--- src/design/dvc_pkg.sv ---
// ============================================================================
// Docking velocity controller package
// Register indexes and fixed-point constants shared by the controller.
// ============================================================================
package dvc_pkg;

    // Configuration register indexes
    localparam logic [2:0] CFG_TARGET_DISTANCE = 3'd0;
    localparam logic [2:0] CFG_SIDE_THRESHOLD  = 3'd1;
    localparam logic [2:0] CFG_LEFT_OFFSET     = 3'd2;
    localparam logic [2:0] CFG_FAST_Y_SPEED    = 3'd3;
    localparam logic [2:0] CFG_SLOW_Y_SPEED    = 3'd4;

    // Reset values of the configuration registers
    localparam logic [15:0] TARGET_DISTANCE_RST = 16'd20000;
    localparam logic [15:0] SIDE_THRESHOLD_RST  = 16'd10000;
    localparam logic [15:0] LEFT_OFFSET_RST     = 16'd800;
    localparam logic [14:0] FAST_Y_SPEED_RST    = 15'd8192;
    localparam logic [14:0] SLOW_Y_SPEED_RST    = 15'd1638;

    // Q1.14 unity, the largest speed magnitude
    localparam logic [14:0] ONE_Q14 = 15'd16384;

    // Yaw rate limit of 1.27 in Q1.14
    localparam logic [16:0] ANG_LIMIT = 17'd20808;

    // Smallest difference magnitude whose yaw rate is already beyond the limit
    localparam logic [13:0] ANG_MAG_CAP = 14'd8324;

    // Smallest error magnitude whose forward speed is already beyond unity
    localparam logic [10:0] FWD_MAG_CAP = 11'd2001;

    // ceil(2^32 / 10): floor division by ten for numerators below 2^30
    localparam logic [28:0] DIV10_RECIP = 29'd429496730;
    localparam int unsigned DIV10_SHIFT = 32;

    // ceil(2^28 / 125): floor division by 125 for numerators below 2^21
    localparam logic [21:0] DIV125_RECIP = 22'd2147484;
    localparam int unsigned DIV125_SHIFT = 28;

endpackage

--- src/design/docking_velocity_controller_top.sv ---
// ============================================================================
// Docking velocity controller
// Filters two rear range readings and turns them, with the side sensors,
// into yaw rate, forward speed and sideways speed commands in Q1.14.
// ============================================================================
//
//  Channel  Direction  Handshake             Contents
//  s_       in         s_valid / s_ready     side select, rear and side readings
//  m_       out        m_valid / m_ready     angular rate, forward, sideways, docked
//  cfg_     in         cfg_valid / cfg_ready register index and write data
//
//  Each transaction runs through four register stages, and one transaction
//  is taken every cycle while the output is not stalled. The rear filter
//  state advances as a sample leaves the input stage.
//  Every stage holds its contents while the stage after it is full and
//  stalled; an empty stage still takes data, so bubbles close up.
//  Reset clears the configuration to its defaults and the filters to zero.

module docking_velocity_controller_top
    import dvc_pkg::*;
#(
    parameter int SAMPLE_BITS = 16
) (
    input  logic               aclk,
    input  logic               aresetn,

    input  logic               s_valid,
    output logic               s_ready,
    input  logic               s_is_left,
    input  logic [15:0]        s_behind_left_raw,
    input  logic [15:0]        s_behind_right_raw,
    input  logic [15:0]        s_side_left_slow,
    input  logic [15:0]        s_side_left_stop,
    input  logic [15:0]        s_side_right_slow,
    input  logic [15:0]        s_side_right_stop,

    output logic               m_valid,
    input  logic               m_ready,
    output logic signed [15:0] m_angular_rate,
    output logic signed [15:0] m_forward_speed,
    output logic signed [15:0] m_sideways_speed,
    output logic               m_docked,

    input  logic               cfg_valid,
    output logic               cfg_ready,
    input  logic [2:0]         cfg_index,
    input  logic [15:0]        cfg_data
);

    // Filter numerator width, and width of the offset-corrected left distance
    localparam int FW = SAMPLE_BITS + 4;
    localparam int OW = (SAMPLE_BITS > 16) ? SAMPLE_BITS : 16;
    localparam int LW = OW + 1;
    localparam int PW = FW + 29;

    // floor((raw + 9 * prev) / 10) by reciprocal multiplication
    function automatic logic [SAMPLE_BITS-1:0] lp_filter(
        input logic [SAMPLE_BITS-1:0] raw,
        input logic [SAMPLE_BITS-1:0] prev
    );
        logic [FW-1:0] num;
        logic [PW-1:0] prod;
        num  = FW'(raw) + {1'b0, prev, 3'b000} + FW'(prev);
        prod = PW'(num) * PW'(DIV10_RECIP);
        return prod[DIV10_SHIFT +: SAMPLE_BITS];
    endfunction

    // ------------------------------------------------------------------
    // Configuration registers
    // ------------------------------------------------------------------
    logic [15:0] target_distance_reg;
    logic [15:0] side_threshold_reg;
    logic [15:0] left_offset_reg;
    logic [14:0] fast_y_speed_reg;
    logic [14:0] slow_y_speed_reg;

    assign cfg_ready = 1'b1;

    // A write to an index outside the register list is dropped.
    always_ff @(posedge aclk) begin
        if (!aresetn) begin
            target_distance_reg <= TARGET_DISTANCE_RST;
            side_threshold_reg  <= SIDE_THRESHOLD_RST;
            left_offset_reg     <= LEFT_OFFSET_RST;
            fast_y_speed_reg    <= FAST_Y_SPEED_RST;
            slow_y_speed_reg    <= SLOW_Y_SPEED_RST;
        end else if (cfg_valid) begin
            case (cfg_index)
                CFG_TARGET_DISTANCE: target_distance_reg <= cfg_data;
                CFG_SIDE_THRESHOLD:  side_threshold_reg  <= cfg_data;
                CFG_LEFT_OFFSET:     left_offset_reg     <= cfg_data;
                CFG_FAST_Y_SPEED:    fast_y_speed_reg    <= cfg_data[14:0];
                CFG_SLOW_Y_SPEED:    slow_y_speed_reg    <= cfg_data[14:0];
                default: ;
            endcase
        end
    end

    // ------------------------------------------------------------------
    // Pipeline flow control
    // ------------------------------------------------------------------
    logic v1_reg, v2_reg, v3_reg, v4_reg;
    logic rdy1, rdy2, rdy3, rdy4;
    logic adv1, adv2, adv3, adv4;

    // A stage may load when it is empty or its contents move on.
    assign rdy4 = !v4_reg || m_ready;
    assign rdy3 = !v3_reg || rdy4;
    assign rdy2 = !v2_reg || rdy3;
    assign rdy1 = !v1_reg || rdy2;

    assign adv1 = s_valid && rdy1;
    assign adv2 = v1_reg && rdy2;
    assign adv3 = v2_reg && rdy3;
    assign adv4 = v3_reg && rdy4;

    assign s_ready = rdy1;
    assign m_valid = v4_reg;

    always_ff @(posedge aclk) begin
        if (!aresetn) begin
            v1_reg <= 1'b0;
            v2_reg <= 1'b0;
            v3_reg <= 1'b0;
            v4_reg <= 1'b0;
        end else begin
            if (rdy1) begin
                v1_reg <= s_valid;
            end
            if (rdy2) begin
                v2_reg <= v1_reg;
            end
            if (rdy3) begin
                v3_reg <= v2_reg;
            end
            if (rdy4) begin
                v4_reg <= v3_reg;
            end
        end
    end

    // ------------------------------------------------------------------
    // Stage 1: input register, selected side sensors kept only
    // ------------------------------------------------------------------
    logic                   is_left1_reg;
    logic [SAMPLE_BITS-1:0] raw_left1_reg;
    logic [SAMPLE_BITS-1:0] raw_right1_reg;
    logic [15:0]            slow_sense1_reg;
    logic [15:0]            stop_sense1_reg;

    always_ff @(posedge aclk) begin
        if (adv1) begin
            is_left1_reg    <= s_is_left;
            raw_left1_reg   <= SAMPLE_BITS'(s_behind_left_raw);
            raw_right1_reg  <= SAMPLE_BITS'(s_behind_right_raw);
            slow_sense1_reg <= s_is_left ? s_side_left_slow : s_side_right_slow;
            stop_sense1_reg <= s_is_left ? s_side_left_stop : s_side_right_stop;
        end
    end

    // ------------------------------------------------------------------
    // Stage 2: filter update and sideways speed magnitude
    // ------------------------------------------------------------------
    // The filter state doubles as this stage's payload: both change only
    // when a sample moves in from stage 1.
    logic [SAMPLE_BITS-1:0] filtered_left_reg;
    logic [SAMPLE_BITS-1:0] filtered_right_reg;
    logic [SAMPLE_BITS-1:0] filtered_left_next;
    logic [SAMPLE_BITS-1:0] filtered_right_next;
    logic                   is_left2_reg;
    logic [14:0]            y_mag2_reg;
    logic [14:0]            y_mag_next;
    logic [14:0]            fast_sat;
    logic [14:0]            slow_sat;

    assign filtered_left_next  = lp_filter(raw_left1_reg, filtered_left_reg);
    assign filtered_right_next = lp_filter(raw_right1_reg, filtered_right_reg);

    // Speeds above unity are saturated; the stop stage wins over slow.
    always_comb begin
        fast_sat = (fast_y_speed_reg > ONE_Q14) ? ONE_Q14 : fast_y_speed_reg;
        slow_sat = (slow_y_speed_reg > ONE_Q14) ? ONE_Q14 : slow_y_speed_reg;
        y_mag_next = fast_sat;
        if (slow_sense1_reg > side_threshold_reg) begin
            y_mag_next = slow_sat;
        end
        if (stop_sense1_reg > side_threshold_reg) begin
            y_mag_next = '0;
        end
    end

    always_ff @(posedge aclk) begin
        if (!aresetn) begin
            filtered_left_reg  <= '0;
            filtered_right_reg <= '0;
        end else if (adv2) begin
            filtered_left_reg  <= filtered_left_next;
            filtered_right_reg <= filtered_right_next;
        end
    end

    always_ff @(posedge aclk) begin
        if (adv2) begin
            is_left2_reg <= is_left1_reg;
            y_mag2_reg   <= y_mag_next;
        end
    end

    // ------------------------------------------------------------------
    // Stage 3: differences, magnitudes and rounding numerators
    // ------------------------------------------------------------------
    logic [LW-1:0]     left_dist;
    logic [LW-1:0]     right_dist;
    logic signed [LW:0] diff;
    logic [LW:0]       diff_neg;
    logic [LW-1:0]     diff_mag;
    logic [13:0]       diff_cap;
    logic [15:0]       diff_cap5;
    logic [LW:0]       dist_sum;
    logic [LW-1:0]     dist_mean;
    logic signed [LW:0] err;
    logic [LW:0]       err_neg;
    logic [LW-1:0]     err_mag;
    logic [10:0]       err_cap;
    logic [15:0]       side_mag16;

    logic [31:0]        ang_num3_reg;
    logic               ang_neg3_reg;
    logic [20:0]        fwd_num3_reg;
    logic               fwd_neg3_reg;
    logic signed [15:0] side3_reg;
    logic               docked3_reg;

    always_comb begin
        left_dist  = LW'(filtered_left_reg) + LW'(left_offset_reg);
        right_dist = LW'(filtered_right_reg);

        // Yaw: |L - R| capped where the result clamps anyway
        diff     = $signed({1'b0, left_dist}) - $signed({1'b0, right_dist});
        diff_neg = -diff;
        diff_mag = diff[LW] ? diff_neg[LW-1:0] : diff[LW-1:0];
        diff_cap = (diff_mag > LW'(ANG_MAG_CAP)) ? ANG_MAG_CAP : diff_mag[13:0];
        diff_cap5 = {diff_cap, 2'b00} + {2'b00, diff_cap};

        // Forward: target minus the floored mean distance
        dist_sum  = {1'b0, left_dist} + {1'b0, right_dist};
        dist_mean = dist_sum[LW:1];
        err       = $signed({1'b0, LW'(target_distance_reg)}) - $signed({1'b0, dist_mean});
        err_neg   = -err;
        err_mag   = err[LW] ? err_neg[LW-1:0] : err[LW-1:0];
        err_cap   = (err_mag > LW'(FWD_MAG_CAP)) ? FWD_MAG_CAP : err_mag[10:0];

        side_mag16 = {1'b0, y_mag2_reg};
    end

    // Yaw numerator is 327680 * mag + 65535, over 131070.
    // Forward numerator is (2048 * mag + 125) / 2, over 125.
    always_ff @(posedge aclk) begin
        if (adv3) begin
            ang_num3_reg <= {diff_cap5, 16'hFFFF};
            ang_neg3_reg <= diff[LW];
            fwd_num3_reg <= {err_cap, 10'd62};
            fwd_neg3_reg <= err[LW];
            side3_reg    <= is_left2_reg ? side_mag16 : (16'd0 - side_mag16);
            docked3_reg  <= (y_mag2_reg == '0);
        end
    end

    // ------------------------------------------------------------------
    // Stage 4: constant divisions, clamps and the output register
    // ------------------------------------------------------------------
    logic [65:0] ang_prod;
    logic [16:0] ang_quot;
    logic [16:0] ang_clip;
    logic [42:0] fwd_prod;
    logic [14:0] fwd_quot;
    logic [14:0] fwd_clip;
    logic [15:0] ang_next;
    logic [15:0] fwd_next;

    always_comb begin
        // Multiply by 2^32 + 2^16 + 2, then shift by 49: exact over 131070
        ang_prod = {2'b00, ang_num3_reg, 32'd0}
                 + {18'd0, ang_num3_reg, 16'd0}
                 + {33'd0, ang_num3_reg, 1'b0};
        ang_quot = ang_prod[65:49];
        ang_clip = (ang_quot > ANG_LIMIT) ? ANG_LIMIT : ang_quot;
        ang_next = ang_neg3_reg ? (16'd0 - ang_clip[15:0]) : ang_clip[15:0];

        fwd_prod = {22'd0, fwd_num3_reg} * {21'd0, DIV125_RECIP};
        fwd_quot = fwd_prod[DIV125_SHIFT +: 15];
        fwd_clip = (fwd_quot > ONE_Q14) ? ONE_Q14 : fwd_quot;
        fwd_next = fwd_neg3_reg ? (16'd0 - {1'b0, fwd_clip}) : {1'b0, fwd_clip};
    end

    always_ff @(posedge aclk) begin
        if (adv4) begin
            m_angular_rate   <= ang_next;
            m_forward_speed  <= fwd_next;
            m_sideways_speed <= side3_reg;
            m_docked         <= docked3_reg;
        end
    end

`ifndef ASSERT_OFF
    // The done flag agrees with the sideways speed it describes.
    assert property (@(posedge aclk) disable iff (!aresetn)
        m_valid |-> (m_docked == (m_sideways_speed == 16'sd0)))
    else $error("docked flag disagrees with sideways speed");

    // The yaw rate never leaves its clamp range.
    assert property (@(posedge aclk) disable iff (!aresetn)
        m_valid |-> (m_angular_rate <= 16'sd20808 && m_angular_rate >= -16'sd20808))
    else $error("angular rate outside its limit");

    // The forward speed never leaves unity.
    assert property (@(posedge aclk) disable iff (!aresetn)
        m_valid |-> (m_forward_speed <= 16'sd16384 && m_forward_speed >= -16'sd16384))
    else $error("forward speed outside its limit");

    // The filters move only when a sample leaves the input stage.
    assert property (@(posedge aclk) disable iff (!aresetn)
        !adv2 |=> ($stable(filtered_left_reg) && $stable(filtered_right_reg)))
    else $error("filter state changed without a sample");

    // With the output register empty the whole pipeline can take data.
    assert property (@(posedge aclk) disable iff (!aresetn)
        !m_valid |-> s_ready)
    else $error("input stalled while output register empty");
`endif

endmodule
--- config.mk ---
export PLATFORM = sky130hd
export DESIGN_NAME = docking_velocity_controller_top
export DESIGN_NICKNAME = d
export VERILOG_FILES = /design/src/design/dvc_pkg.sv /design/src/design/docking_velocity_controller_top.sv
export SDC_FILE = /design/constraint.sdc
export NUM_CORES = 2
export LEC_CHECK = 0
export ABC_AREA = 1
export BUFFER_PORTS_ARGS = -buffer_cell sky130_fd_sc_hd__buf_2
export CELL_PAD_IN_SITES_DETAIL_PLACEMENT = 1
export CELL_PAD_IN_SITES_GLOBAL_PLACEMENT = 1
export CORE_MARGIN = 1.5
export CORE_UTILIZATION = 35
export DETAILED_ROUTE_END_ITERATION = 10
export GPL_ROUTABILITY_DRIVEN = 0
export PLACE_DENSITY_LB_ADDON = 0.12
export SLEW_MARGIN = 20
export SYNTH_ARGS = -nofsm -noshare
export SYNTH_HDL_FRONTEND = slang
export SYNTH_SLANG_ARGS = --single-unit
--- constraint.sdc ---
create_clock -name aclk -period 20.3 [get_ports aclk]
set_input_delay 3.045 -clock aclk [delete_from_list [all_inputs] [get_ports aclk]]
set_output_delay 3.045 -clock aclk [all_outputs]
set_load 0.01 [all_outputs]
* Yosys cells after proc, flatten, opt, wreduce, memory -nomap -nowiden
Cells that the tools add are included.
Word-level totals: flip-flop bits (word level) 290, bits of input ports 121, output and inout port bits 52, logic and storage cells 93
Cells by class: add/sub/neg operators 16, $mul 3, magnitude comparators 8, eq/ne operators 4, multiplexer cells 13, reduce and logical (&&, ||, !) cells 19
Operators by type and width (count):
- multiplier 20 x 28 -> 47 bit (second input constant) | 2
- 2-to-1 mux 15 bit | 6
- adder 65 x 33 -> 66 bit | 1
- adder 64 x 48 -> 65 bit | 1
- 2-to-1 mux 16 bit | 4
- > comparator 15 bit (second input constant) | 3
- adder 16 x 19 -> 20 bit | 2
- adder 20 x 16 -> 20 bit | 2
- multiplier 20 x 20 -> 40 bit (second input constant) | 1
- 2-to-1 mux 17 bit | 2
- negation 17 bit | 2
- > comparator 16 bit | 2
- subtractor 1 x 15 -> 16 bit (first input constant) | 2
- adder 17 x 16 -> 18 bit | 1
- subtractor 16 x 17 -> 18 bit | 1
- subtractor 17 x 16 -> 18 bit | 1
- adder 16 x 16 -> 17 bit | 1
- > comparator 17 x 11 -> 1 bit (second input constant) | 1
- > comparator 17 x 14 -> 1 bit (second input constant) | 1
- > comparator 17 x 15 -> 1 bit (second input constant) | 1
- adder 16 x 14 -> 16 bit | 1
- subtractor 1 x 16 -> 16 bit (first input constant) | 1
- logical NOT 15 bit | 1
- 2-to-1 mux 14 bit | 1
- other kinds (8) | 22

* Longest topological paths before layout
depth after elaboration 7, mapped depth 47, gate-level depth less buffers 47

* Worst setup path after synthesis
OpenSTA, ideal clock, no wires.
kind register -> register, start reg filtered_right_reg[0], end reg filtered_right_reg[12], setup time 0.115 ns, arrival time 7.877 ns, data required time 20.185 ns, slack 12.307 ns, stages on the path, launching flop included 44, path buffers 0, clock period less this slack 7.993 ns, path through dfxtp_1 -> inv_1 -> fa_1 -> inv_1 -> ha_1 -> nand3_1 -> nand2_1 -> a21oi_1 -> o21bai_1 -> nand2_1 -> nand2_1 -> nor2_1 -> o31ai_1 -> nand3_1 -> nand2_1 -> nand3_1 -> nand2_1 -> xor2_1 -> (+8 left out) -> inv_1 -> fa_1 -> inv_1 -> fa_1 -> inv_1 -> ha_1 -> a21oi_1 -> nor2_1 -> o21ai_0 -> o211ai_1 -> a21oi_1 -> nand3_1 -> nand2_1 -> o211ai_1 -> a21oi_1 -> xor2_1 -> o21ai_0 -> inv_1
Between the ends: longest elaborated chain between the ends 3
Ends and longest elaborated chain:
- start: declaration | RTL line docking_velocity_controller_top.sv:167 | logic [SAMPLE_BITS-1:0] filtered_right_reg;
- start signal: assignment | RTL line docking_velocity_controller_top.sv:198 | filtered_right_reg <= filtered_right_next;
- adder 16 x 19 -> 20 bit | RTL line docking_velocity_controller_top.sv:63 | num = FW'(raw) + {1'b0, prev, 3'b000} + FW'(prev);
- adder 20 x 16 -> 20 bit * | RTL line docking_velocity_controller_top.sv:63
- multiplier 20 x 28 -> 47 bit * | RTL line docking_velocity_controller_top.sv:64 | prod = PW'(num) * PW'(DIV10_RECIP);
Every way passes the cells marked *; elsewhere a longest branch is shown, timed or not. A chain may end at the register's enable or synchronous reset.

* Final worst setup path
Ends and elaborated chain as after synthesis.

==> summary.txt <==
1st-pass router iterations: 5
antenna viol nets, final: 0
Hold/Removal Path Class: register to register
Die Span Y: 333 µm
maximum number of pins on one net before global-route repair: 90
dpl hpwl: 100,000 µm
Fin Clk Skew: 0.0336 ns
count of pins on the block boundary: 173
Post-Place Worst Slack: 10.95 ns
maximum clock path buffer count: 3
Final Hold Viols: 0
number of cell rows: 120
critical path required time: 20.77 ns
crit path setup slack, layout: 11.04 ns
residual overflow from global routing: 0
initial antenna violation count: 4
arrival time reported for the critical path endpoint: 9.74 ns
crit-path max cell delay: 0.63 ns
post-CTS resize count: 0
Highest Clock Rate: 0.108 GHz
synthesis-to-layout area growth: 9.56%
Die Footprint: 111,000 µm²
global-route wire length before repair: 182,000 µm
worst hold path stage count: 0
sinks on the clock net: 290
vias per cell: 4.85
TritonCTS clock tree: yes
number of DRC markers after the initial detailed-route iteration: 1,089
CTS hold repair buffers: 0
most prevalent standard cell on the critical path: sky130_fd_sc_hd__inv_1
Pins Over Slew Limit: 0
reg-to-reg setup timing slack: 11.04 ns
H-Tree Level Count: 2
flip-flop cell with the highest count after synthesis: sky130_fd_sc_hd__edfxtp_1
count of flip-flops with a built-in enable after synthesis: 176
I/O Buffers: 171
master cell of the clock root buffer: sky130_fd_sc_hd__clkbuf_16
GRT Util Overall: 0.208
average cell area after synthesis: 8.03 µm²
final setup violation count: 0
depth of the worst register-to-register path: 43
Worst path slowest cell: sky130_fd_sc_hd__fa_1
proportion of synthesized chip area in sequential cells: 0.198
maximum net fanout on the critical path: 5
startpoint of the worst-slack reg-to-reg timing path: filtered_right_reg[0]
worst skew pair latency: 0.60 ns
layout cell share with drive strength beyond 1: 0.0752
number of inserted filler cells in the final layout: 13,081
source of the worst hold timing path: side3_reg[3]
status: finished, final reports clean
floorplan die width: 333 µm
clock period minus worst slack: 9.27 ns
number of global-route vias before repair: 32,884
Post-Synthesis Cell Area: 38,200 µm²
syn nets: 5,805
number of register bits inferred by synthesis: 290
initial core utilization: 0.355
async set-or-reset flop fraction in the synthesized netlist: 0
Setup CP Type: register to register
RSZ-0062 raised after global routing: no
number of nets at the end of the flow: 5,965
YS warnings: 0
slew margin rel.: 0.278
startpoint type of the worst setup path: register
total wirelength of the detailed-routed design: 114,000 µm
distinct cell type count after synthesis: 71
number of DRC violations after detailed routing: 0
endpoint kind of the worst setup timing path: register
placeable core area: 108,000 µm²
post-route setup TNS: 0 ns
total via count in the routed design: 30,774
hold endpoint: m_sideways_speed[3]
number of clock buffers inserted by TritonCTS: 40
hold slack final: 0.418 ns
Reg2Reg Capture Point: filtered_right_reg[12]
number of instances in the synthesized netlist: 4,754
detailed-route wire length per cell: 18.0 µm
postcts setup bufs: 0
Period Utilization, post-route: 0.456
slew of the pin with the lowest slew margin: 1.08 ns
clk slew on worst S/H paths: 0.05 ns
count of maximum capacitance violations: 0
==> layout by cell type (no fill, tap or decap), drive strengths merged, types with 67 or more instances in the layout <==
cell       n
a21oi    284
buf      180
dfxtp    114
edfxtp   176
fa       317
ha       613
inv     1007
nand2    862
nand3    218
nand4     67
nor2     403
o21ai    218
xor2     126
==> metrics by stage <==
stage	instances	instance area [µm²]	utilization
after floorplan	4754	38200	-
after global placement	6275	40500	0.376
after detailed placement	6275	40500	0.376
after CTS	6348	41800	0.388
after global routing	6350	41800	0.388
final	6351	41800	0.389
==> worst max path at each step <==
stage | from | endpoint | slack (ns) | depth (start not counted)
global placement | filtered_left_reg[0] | filtered_left_reg[15] | 11.23 | 38
global route | filtered_left_reg[0] | filtered_left_reg[15] | 10.25 | 38
finish | filtered_right_reg[0] | filtered_right_reg[12] | 11.04 | 43
CTS | filtered_left_reg[0] | filtered_left_reg[15] | 10.91 | 38
detailed placement | filtered_left_reg[0] | filtered_left_reg[15] | 10.95 | 38
floorplan | filtered_right_reg[0] | filtered_right_reg[12] | 12.31 | 43
==> cell usage after synthesis, types with 39 or more instances <==
library cell / number / area (µm²)
sky130_fd_sc_hd__xor2_1: 121 / 1060
sky130_fd_sc_hd__ha_1: 613 / 7670
sky130_fd_sc_hd__dfxtp_1: 114 / 2280
sky130_fd_sc_hd__nand3_1: 212 / 1060
sky130_fd_sc_hd__a21oi_1: 273 / 1370
sky130_fd_sc_hd__o21ai_0: 200 / 1000
sky130_fd_sc_hd__fa_1: 317 / 6350
sky130_fd_sc_hd__inv_1: 993 / 3730
sky130_fd_sc_hd__nor2_1: 385 / 1450
sky130_fd_sc_hd__nand2_1: 841 / 3160
sky130_fd_sc_hd__clkbuf_1: 39 / 146
sky130_fd_sc_hd__edfxtp_1: 176 / 5290
sky130_fd_sc_hd__nand4_1: 65 / 407
==> critical path, delay by kind of cell, from the launching register on <==
family	cells	cell delay (ns)
fa+ha+maj	10	4.52
compound gates	10	1.88
flops	1	0.41
simple gates	12	1.28
xor+xnor	2	0.45
buf+inv	9	0.58
==> layout make-up <==
class                           instances  area (µm²)  share of cell area
Clock inverter                         25         229             0.00547
Multi-Input combinational cell       3395       26500               0.634
Clock buffer                           48        1050              0.0251
Inverter                             1007        3790              0.0906
Tap cell                             1403        1760              0.0420
Sequential cell                       290        7570               0.181
Timing Repair Buffer                  180         923              0.0221
Antenna cell                            3        7.51            0.000179
==> cells by family (layout without fill, tap and decap cells) <==
kind of cell	Yosys count	count (layout)	synth area share
compound gates	637	637	0.0950
xor+xnor	166	166	0.0395
fa+ha+maj	930	930	0.367
buf+inv	1069	1260	0.108
flops	290	290	0.198
mux	32	32	0.00944
other cells	1	4	0.0000982
simple gates	1629	1629	0.182
==> routing by layer <==
metal | track usage | part of all wire
met1 | 0.281 | 0.48
met2 | 0.362 | 0.48
met3 | 0.0190 | 0.022
met4 | 0.0399 | 0.017
met5 | 0 | 0
Power is left out: the tool's default activity adds up to more than one toggle a clock period on the data nets, which glitch-free logic cannot reach.
